===== src/rtl/ltc_pkg.sv =====
// ltc_pkg: shared types, character constants and ASCII class helpers
// for the log token classifier. No dependencies.

package ltc_pkg;

  // default bound on counted characters per token
  localparam int unsigned MAX_TOKEN_LEN_DEF = 256;

  // fixed field widths of the beats
  localparam int unsigned CHAR_W  = 8;
  localparam int unsigned CLASS_W = 2;
  localparam int unsigned START_W = 8;
  localparam int unsigned LEN_W   = 9;

  typedef logic [CHAR_W-1:0] char_t;

  typedef enum logic [CLASS_W-1:0] {
    CLASS_WORD   = 2'd0,
    CLASS_NUMBER = 2'd1,
    CLASS_HYBRID = 2'd2
  } class_t;

  // character codes
  localparam char_t CH_MINUS = 8'h2D;
  localparam char_t CH_PLUS  = 8'h2B;
  localparam char_t CH_ZERO  = 8'h30;
  localparam char_t CH_NINE  = 8'h39;
  localparam char_t CH_X     = 8'h78;
  localparam char_t CH_NL    = 8'h0A;
  localparam char_t CH_DOT   = 8'h2E;
  localparam char_t CH_COMMA = 8'h2C;
  localparam char_t CH_UP_A  = 8'h41;
  localparam char_t CH_UP_F  = 8'h46;
  localparam char_t CH_UP_Z  = 8'h5A;
  localparam char_t CH_LO_A  = 8'h61;
  localparam char_t CH_LO_F  = 8'h66;
  localparam char_t CH_LO_Z  = 8'h7A;

  // one result beat
  typedef struct packed {
    class_t             token_class;
    logic [START_W-1:0] keep_start;
    logic [LEN_W-1:0]   keep_length;
    logic [LEN_W-1:0]   token_length;
    logic               too_long;
  } result_t;

  function automatic logic is_letter(char_t c);
    is_letter = ((c >= CH_UP_A) && (c <= CH_UP_Z)) || ((c >= CH_LO_A) && (c <= CH_LO_Z));
  endfunction

  function automatic logic is_digit(char_t c);
    is_digit = (c >= CH_ZERO) && (c <= CH_NINE);
  endfunction

  function automatic logic is_hex_digit(char_t c);
    is_hex_digit = is_digit(c) || ((c >= CH_UP_A) && (c <= CH_UP_F)) ||
                   ((c >= CH_LO_A) && (c <= CH_LO_F));
  endfunction

endpackage


===== src/rtl/ltc_char_if.sv =====
// ltc_char_if: input channel carrying one token character per beat.
// Depends on ltc_pkg.

interface ltc_char_if;
  import ltc_pkg::*;

  logic  valid;
  logic  ready;
  char_t token_char;
  logic  last_char;

  modport source (output valid, output token_char, output last_char, input ready);
  modport sink   (input valid, input token_char, input last_char, output ready);
endinterface


===== src/rtl/ltc_result_if.sv =====
// ltc_result_if: output channel carrying one token classification per beat.
// Depends on ltc_pkg.

interface ltc_result_if;
  import ltc_pkg::*;

  logic               valid;
  logic               ready;
  logic [CLASS_W-1:0] token_class;
  logic [START_W-1:0] keep_start;
  logic [LEN_W-1:0]   keep_length;
  logic [LEN_W-1:0]   token_length;
  logic               too_long;

  modport source (output valid, output token_class, output keep_start, output keep_length,
                  output token_length, output too_long, input ready);
  modport sink   (input valid, input token_class, input keep_start, input keep_length,
                  input token_length, input too_long, output ready);
endinterface


===== src/rtl/log_token_classifier.sv =====
// Log token classifier: takes one character per cycle and ends a token on the
// beat flagged last_char, then issues one result beat (class, kept substring,
// length, overflow). Throughput is one character per cycle with no gaps between
// tokens; the result is registered: the last character lands in the input register,
// and the result register loads from it once its slot is free. Input stalls only
// while a last character sits in the input register and the result register still
// holds an earlier result that is not being taken.

// log_token_classifier: top level, joins the scan stage and the result register.
// Depends on ltc_pkg, ltc_char_if, ltc_result_if, ltc_scan, ltc_result_reg.

module log_token_classifier #(
  parameter int unsigned MAX_TOKEN_LEN = ltc_pkg::MAX_TOKEN_LEN_DEF
) (
  input  logic         clk,
  input  logic         rst,
  ltc_char_if.sink     chars,
  ltc_result_if.source result
);
  import ltc_pkg::*;

  logic    res_valid;
  logic    res_ready;
  result_t res;

  // character scan and state update
  ltc_scan #(
    .MAX_TOKEN_LEN (MAX_TOKEN_LEN)
  ) u_scan (
    .clk       (clk),
    .rst       (rst),
    .chars     (chars),
    .res_ready (res_ready),
    .res_valid (res_valid),
    .res       (res)
  );

  // result output register
  ltc_result_reg u_result_reg (
    .clk       (clk),
    .rst       (rst),
    .res_valid (res_valid),
    .res       (res),
    .res_ready (res_ready),
    .result    (result)
  );
endmodule


===== src/rtl/ltc_scan.sv =====
// ltc_scan: input register plus per-character token state and classification.
// Depends on ltc_pkg and ltc_char_if.

module ltc_scan #(
  parameter int unsigned MAX_TOKEN_LEN = ltc_pkg::MAX_TOKEN_LEN_DEF
) (
  input  logic             clk,
  input  logic             rst,
  ltc_char_if.sink         chars,
  input  logic             res_ready,
  output logic             res_valid,
  output ltc_pkg::result_t res
);
  import ltc_pkg::*;

  localparam int unsigned POS_W = $clog2(MAX_TOKEN_LEN + 1);
  localparam int unsigned EXT_W = (POS_W > LEN_W) ? POS_W : LEN_W;
  localparam logic [POS_W-1:0] POS_MAX = POS_W'(MAX_TOKEN_LEN);
  localparam logic [POS_W-1:0] POS_ONE = POS_W'(1);

  // input register
  logic  in_valid;
  char_t in_char;
  logic  in_last;
  logic  step;

  // token state
  logic [POS_W-1:0] position;
  class_t           cur_class;
  logic             decided;
  logic             hex_mode;
  logic             sep_used;
  logic             first_zero;
  logic             letter_found;
  logic [POS_W-1:0] letter_start;
  logic             run_end_found;
  logic [POS_W-1:0] run_end;
  logic             overflow;

  logic [POS_W-1:0] position_next;
  class_t           cur_class_next;
  logic             decided_next;
  logic             hex_mode_next;
  logic             sep_used_next;
  logic             first_zero_next;
  logic             letter_found_next;
  logic [POS_W-1:0] letter_start_next;
  logic             run_end_found_next;
  logic [POS_W-1:0] run_end_next;
  logic             overflow_next;

  logic             c_letter;
  logic             c_digit;
  logic [POS_W-1:0] stop;
  logic [EXT_W-1:0] keep;
  logic [EXT_W-1:0] start;

  // a character leaves the input register unless it ends a token and the result slot is full
  assign step        = in_valid && (!in_last || res_ready);
  assign chars.ready = !in_valid || step;
  assign res_valid   = in_valid && in_last;

  always_ff @(posedge clk) begin
    if (rst) begin
      in_valid <= 1'b0;
    end else if (chars.ready) begin
      in_valid <= chars.valid;
    end
  end

  always_ff @(posedge clk) begin
    if (chars.ready && chars.valid) begin
      in_char <= chars.token_char;
      in_last <= chars.last_char;
    end
  end

  assign c_letter = is_letter(in_char);
  assign c_digit  = is_digit(in_char);

  // per-character state update
  always_comb begin
    position_next      = position;
    cur_class_next     = cur_class;
    decided_next       = decided;
    hex_mode_next      = hex_mode;
    sep_used_next      = sep_used;
    first_zero_next    = first_zero;
    letter_found_next  = letter_found;
    letter_start_next  = letter_start;
    run_end_found_next = run_end_found;
    run_end_next       = run_end;
    overflow_next      = overflow;

    if (position >= POS_MAX) begin
      overflow_next = 1'b1;
    end else begin
      // first letter run tracking
      if (!letter_found && c_letter) begin
        letter_found_next = 1'b1;
        letter_start_next = position;
      end else if (letter_found && !run_end_found && !c_letter) begin
        run_end_found_next = 1'b1;
        run_end_next       = position;
      end

      // class decision
      if (!decided) begin
        if (position == '0) begin
          first_zero_next = (in_char == CH_ZERO);
          if (c_digit || (in_char == CH_MINUS) || (in_char == CH_PLUS)) begin
            cur_class_next = CLASS_NUMBER;
          end else if (c_letter) begin
            cur_class_next = CLASS_WORD;
          end else begin
            cur_class_next = CLASS_HYBRID;
            decided_next   = 1'b1;
          end
        end else if ((position == POS_ONE) && first_zero && (in_char == CH_X)) begin
          hex_mode_next = 1'b1;
        end else if (in_last && (in_char == CH_NL)) begin
          // trailing newline leaves the class alone
          decided_next = decided;
        end else if (hex_mode) begin
          if (!is_hex_digit(in_char)) begin
            cur_class_next = CLASS_HYBRID;
            decided_next   = 1'b1;
          end
        end else if ((cur_class == CLASS_NUMBER) && c_letter) begin
          cur_class_next = CLASS_HYBRID;
          decided_next   = 1'b1;
        end else if ((cur_class == CLASS_WORD) && c_digit) begin
          cur_class_next = CLASS_HYBRID;
          decided_next   = 1'b1;
        end else if (!c_letter && !c_digit) begin
          if ((cur_class == CLASS_NUMBER) && !sep_used &&
              ((in_char == CH_DOT) || (in_char == CH_COMMA))) begin
            sep_used_next = 1'b1;
          end else begin
            cur_class_next = CLASS_HYBRID;
            decided_next   = 1'b1;
          end
        end
      end

      position_next = position + POS_ONE;
    end
  end

  // result from the updated state
  always_comb begin
    stop  = run_end_found_next ? run_end_next : position_next;
    start = '0;
    keep  = EXT_W'(position_next);
    if (cur_class_next == CLASS_HYBRID) begin
      if (letter_found_next) begin
        start = EXT_W'(letter_start_next);
        keep  = EXT_W'(stop - letter_start_next);
      end else begin
        keep = '0;
      end
    end
    res.token_class  = cur_class_next;
    res.keep_start   = start[START_W-1:0];
    res.keep_length  = keep[LEN_W-1:0];
    res.token_length = LEN_W'(position_next);
    res.too_long     = overflow_next;
  end

  // state registers: back to idle values after the last character
  always_ff @(posedge clk) begin
    if (rst || (step && in_last)) begin
      position      <= '0;
      cur_class     <= CLASS_WORD;
      decided       <= 1'b0;
      hex_mode      <= 1'b0;
      sep_used      <= 1'b0;
      first_zero    <= 1'b0;
      letter_found  <= 1'b0;
      letter_start  <= '0;
      run_end_found <= 1'b0;
      run_end       <= '0;
      overflow      <= 1'b0;
    end else if (step) begin
      position      <= position_next;
      cur_class     <= cur_class_next;
      decided       <= decided_next;
      hex_mode      <= hex_mode_next;
      sep_used      <= sep_used_next;
      first_zero    <= first_zero_next;
      letter_found  <= letter_found_next;
      letter_start  <= letter_start_next;
      run_end_found <= run_end_found_next;
      run_end       <= run_end_next;
      overflow      <= overflow_next;
    end
  end
endmodule


===== src/rtl/ltc_result_reg.sv =====
// ltc_result_reg: output register holding one result beat until taken.
// Depends on ltc_pkg and ltc_result_if.

module ltc_result_reg (
  input  logic             clk,
  input  logic             rst,
  input  logic             res_valid,
  input  ltc_pkg::result_t res,
  output logic             res_ready,
  ltc_result_if.source     result
);
  import ltc_pkg::*;

  logic    held_valid;
  result_t held;

  // slot is free when empty or being drained this cycle
  assign res_ready = !held_valid || result.ready;

  always_ff @(posedge clk) begin
    if (rst) begin
      held_valid <= 1'b0;
    end else if (res_ready) begin
      held_valid <= res_valid;
    end
  end

  always_ff @(posedge clk) begin
    if (res_ready && res_valid) begin
      held <= res;
    end
  end

  // drive the output beat
  assign result.valid        = held_valid;
  assign result.token_class  = held.token_class;
  assign result.keep_start   = held.keep_start;
  assign result.keep_length  = held.keep_length;
  assign result.token_length = held.token_length;
  assign result.too_long     = held.too_long;
endmodule


===== src/flat_wrapper.sv =====
// flat-port wrapper written by rule: the top's interface ports become plain ports
module log_token_classifier_flat import ltc_pkg::*;
#(
  parameter int unsigned MAX_TOKEN_LEN = ltc_pkg::MAX_TOKEN_LEN_DEF
)
  (clk, rst, chars_valid, chars_token_char, chars_last_char, chars_ready, result_valid, result_token_class, result_keep_start, result_keep_length, result_token_length, result_too_long, result_ready);
  ltc_char_if chars_i ();
  ltc_result_if result_i ();
  input  logic clk;
  input  logic rst;
  input wire logic [$bits(chars_i.valid)-1:0] chars_valid;
  input wire logic [$bits(chars_i.token_char)-1:0] chars_token_char;
  input wire logic [$bits(chars_i.last_char)-1:0] chars_last_char;
  output wire logic [$bits(chars_i.ready)-1:0] chars_ready;
  output wire logic [$bits(result_i.valid)-1:0] result_valid;
  output wire logic [$bits(result_i.token_class)-1:0] result_token_class;
  output wire logic [$bits(result_i.keep_start)-1:0] result_keep_start;
  output wire logic [$bits(result_i.keep_length)-1:0] result_keep_length;
  output wire logic [$bits(result_i.token_length)-1:0] result_token_length;
  output wire logic [$bits(result_i.too_long)-1:0] result_too_long;
  input wire logic [$bits(result_i.ready)-1:0] result_ready;
  assign chars_i.valid = chars_valid;
  assign chars_i.token_char = chars_token_char;
  assign chars_i.last_char = chars_last_char;
  assign chars_ready = chars_i.ready;
  assign result_valid = result_i.valid;
  assign result_token_class = result_i.token_class;
  assign result_keep_start = result_i.keep_start;
  assign result_keep_length = result_i.keep_length;
  assign result_token_length = result_i.token_length;
  assign result_too_long = result_i.too_long;
  assign result_i.ready = result_ready;
  log_token_classifier #(.MAX_TOKEN_LEN(MAX_TOKEN_LEN)) u_core (.clk(clk), .rst(rst), .chars(chars_i), .result(result_i));
endmodule

===== config.mk =====
export PLATFORM = sky130hd
export DESIGN_NAME = log_token_classifier_flat
export DESIGN_NICKNAME = d
export VERILOG_FILES = /design/src/rtl/ltc_pkg.sv /design/src/rtl/ltc_char_if.sv /design/src/rtl/ltc_result_if.sv /design/src/rtl/log_token_classifier.sv /design/src/rtl/ltc_scan.sv /design/src/rtl/ltc_result_reg.sv /design/src/flat_wrapper.sv
export SDC_FILE = /design/constraint.sdc
export NUM_CORES = 1
export LEC_CHECK = 0
export BUFFER_PORTS_ARGS = -buffer_cell sky130_fd_sc_hd__buf_2
export CORE_MARGIN = 3
export CORE_UTILIZATION = 30
export CTS_BUF_LIST = sky130_fd_sc_hd__clkbuf_8
export CTS_CLUSTER_SIZE = 24
export DETAILED_ROUTE_END_ITERATION = 12
export GPL_ROUTABILITY_DRIVEN = 1
export PLACE_DENSITY_LB_ADDON = 0.1
export SKIP_CTS_REPAIR_TIMING = 1
export SYNTH_ARGS = -nofsm -noshare
export SYNTH_HDL_FRONTEND = slang
export SYNTH_HIERARCHICAL = 1
export SYNTH_SLANG_ARGS = --single-unit

===== constraint.sdc =====
create_clock -name clk -period 5.7 [get_ports clk]
set_input_delay 0.285 -clock clk [delete_from_list [all_inputs] [get_ports clk]]
set_output_delay 0.285 -clock clk [all_outputs]
set_load 0.02 [all_outputs]

==> reports/qor.txt <==
Status: finished clean
Routed wire length: 9.068 mm
Tot GR Track Use: 13.49%
P_leak: 1.795 nW
RSZ-0062 raised after global routing: no
Layout cells sized above 1: 21.58%
Final Skew: 0.009649 ns
Site row count: 41
CTS buffer count: 9
Critical path class: register to register
Post-synth ARST share: 0%
Pwr/cell area: 268.4 mW/mm^2
Slew headroom: 43.21%
Synth cell count leaders: 66 x nor2_1, 38 x dfxtp_1, 38 x edfxtp_1, 22 x a21oi_1, 22 x mux2i_1
Hold Startpoint: chars_token_char[5]
Slew Viols, Final: 0
Register area share after synthesis: 48.15%
Worst EP arrival: 4.40 ns
Vias in the first global route: 2827
Max Cap Viol: 0
Largest net degree at the start of global routing: 33
Min cycle time layout: 4.272 ns
Share of the synthesized area in the top cell type: 28.89%
Yosys cell types: 64
Final instance area: 0.004469 sq mm
Largest vdd supply drop: 159.6 uV
Worst Setup Start Kind: register
Worst hold slack: 0.09237 ns
Worst Hold Class: input pin to register
Net Count, Synth: 413
Number of synthesized flops with an enable pin: 38
Ant diodes: 0
Most used DFF post-synth: edfxtp_1
Syn Inst Count: 388
Largest cells by area after synthesis: edfxtp_1 29%, dfxtp_1 19%, nor2_1 6.3%, mux2i_1 5.6%, ha_1 3.5%
DRT Pass-1 Iters: 4
H-Tree Level Count: 3
Layout Utilization: 35.13%
Clock Tree Buf Depth: 2
GRT Residual Overflow: 0
Placed Area: 0.004267 sq mm
Final Setup Violations: 0
Cell taking the most area after synthesis: edfxtp_1
Initial DRC count: 127
Core Area: 0.01272 sq mm
Post-Synthesis Cell Area: 0.003950 sq mm
Max Freq: 0.2341 GHz
Worst-Skew Late Latency: 0.37 ns
DRC viols: 0
Final Hold Fails: 0
Clk sinks: 76
WHS Path Cells: 1
Antenna violations before repair: 0
Gp weighted congestion: 0.7804
Most common cell in the netlist: nor2_1
# nets final: 451
Root buffer cell: clkbuf_8
Vert. Die Dim: 120.7 um
Area delta synth->final: 13.15%
PortBufs: 43
Die width: 120.7 um
Routed WL per cell: 15.04 um
Post-route ant nets: 0
TritonCTS clock tree: built
CP Capture Type: register
Wire length of the first global-routing pass: 15.06 mm
Vias per cell: 4.718
DR vias: 2845
Tcrit/Tclk final: 74.95%
Hold Path Sink: u_core/u_scan/in_char[5]
Die area: 0.01458 sq mm
Yosys warning count: 6
Clk pin slew, worst setup/hold paths: 0.08 ns
Setup TNS: 0 ns
Reg2Reg Setup Slack: 1.43 ns
RR Endpoint: u_core/u_result_reg/result.keep_length[6]
Fill count: 1360
RR Startpoint: u_core/u_scan/in_char[2]
Syn avg cell area: 10.18 sq um
Worst Reg-to-Reg Cells: 13
Dpl hpwl: 6.344 mm
Num ports: 44
Register bit total from synthesis: 76
CP max FO: 17
Required @ worst endpoint: 5.83 ns
Starting Density: 31.05%
Slew @ Worst Pin: 0.8453 ns
==> layout by cell type, fill, tap and decap left out, types with 6 or more instances in the layout <==
cell,n
dfxtp_1,38
edfxtp_1,38
nor2_1,66
clkbuf_8,11
nor3_1,10
ha_1,11
nand3_1,11
nand2_1,20
inv_1,15
xnor2_1,11
mux2i_1,22
mux2_2,8
a21oi_1,22
xor2_1,8
nor2b_1,6
o21ai_0,12
buf_2,43
a211oi_1,13
==> worst max path at each step <==
stage | startpoint | to | slack (ns) | depth (start not counted)
3_5_place_dp | u_core/u_scan/in_char[2] | u_core/u_result_reg/result.keep_length[6] | 1.42 | 13
3_3_place_gp | u_core/u_scan/in_char[2] | u_core/u_result_reg/result.keep_length[6] | 1.52 | 13
4_1_cts | u_core/u_scan/in_char[2] | u_core/u_result_reg/result.keep_length[6] | 1.40 | 13
2_1_floorplan | u_core/u_scan/in_char[2] | u_core/u_result_reg/result.keep_length[6] | 1.96 | 15
6_report | u_core/u_scan/in_char[2] | u_core/u_result_reg/result.keep_length[6] | 1.43 | 13
5_1_grt | u_core/u_scan/in_char[2] | u_core/u_result_reg/result.keep_length[6] | 1.01 | 14
==> state kept, by name, indices dropped and copies added, names as in the netlist <==
register / count
u_core/u_result_reg/result.keep_length: 9
u_core/u_result_reg/result.token_length: 9
u_core/u_scan/letter_start: 9
u_core/u_scan/position: 9
u_core/u_scan/run_end: 9
u_core/u_result_reg/result.keep_start: 8
u_core/u_scan/in_char: 8
u_core/u_result_reg/result.token_class: 2
u_core/u_scan/cur_class: 2
u_core/u_result_reg/result.too_long: 1
u_core/u_result_reg/result.valid: 1
u_core/u_scan/decided: 1
u_core/u_scan/first_zero: 1
u_core/u_scan/hex_mode: 1
u_core/u_scan/in_last: 1
u_core/u_scan/in_valid: 1
u_core/u_scan/letter_found: 1
u_core/u_scan/overflow: 1
u_core/u_scan/run_end_found: 1
u_core/u_scan/sep_used: 1
==> per-layer routing <==
metal / part of all wire, % / vias to the layer above / routed length, um / global-route usage, %
met2: 44 / 64 / 3982 / 20.40
met4: 1.2 / 0 / 107 / 3.824
li1: - / 1450 / - / -
met3: 5.4 / 6 / 488 / 4.818
met1: 50 / 1325 / 4490 / 18.21
met5: 0 / - / 0 / 0
==> report_power, final <==
group | leakage, nW | internal (W) | switching, W
clock network | 0.107 | 0.000223 | 0.000204
logic | 1.02 | 0.0000677 | 0.000100
registers | 0.672 | 0.000592 | 0.0000125
total | 1.80 | 0.000883 | 0.000316
==> worst max-delay path: stages, from the launching register on <==
cell      delay (ns)
edfxtp_1        0.48
or3_4           0.45
o221ai_2        0.45
nand3_1         0.54
o21ai_0         0.34
ha_1            0.23
fa_1            0.19
and2b_2         0.22
o21ai_0         0.23
a21oi_1         0.13
a211oi_1        0.27
xor2_1          0.17
nor2_1          0.06
mux2_2          0.27
==> layout make-up <==
cell class | instances | area, sq um | area share (%)
clock inverters | 5 | 51.30 | 1.148
multi-input cells | 278 | 1856 | 41.52
inverters | 15 | 56.30 | 1.260
well taps | 172 | 215.2 | 4.815
repair buffers | 46 | 237.7 | 5.319
clock buffers | 11 | 151.4 | 3.387
flip-flops and latches | 76 | 1902 | 42.55
==> cell families (layout without fill, tap and decap cells) <==
logic type	Yosys count	after routing	synth area share (%)
simple gates	145	145	18.34
flops	76	76	48.15
compound gates	72	72	12.58
buf+inv	34	77	4.878
mux	30	30	7.856
xor+xnor	19	19	4.213
fa+ha+maj	12	12	3.991
==> per-stage QoR <==
step                instances  worst slack (ns)  power (W)
floorplan                 388             1.964  0.0007422
global placement          587             1.522  0.0007868
detailed placement        587             1.416  0.0007871
CTS                       603             1.397   0.001222
global route              603             1.008   0.001266
finish                    603             1.428   0.001199
Note: power is estimated with default switching activity, not from simulation.
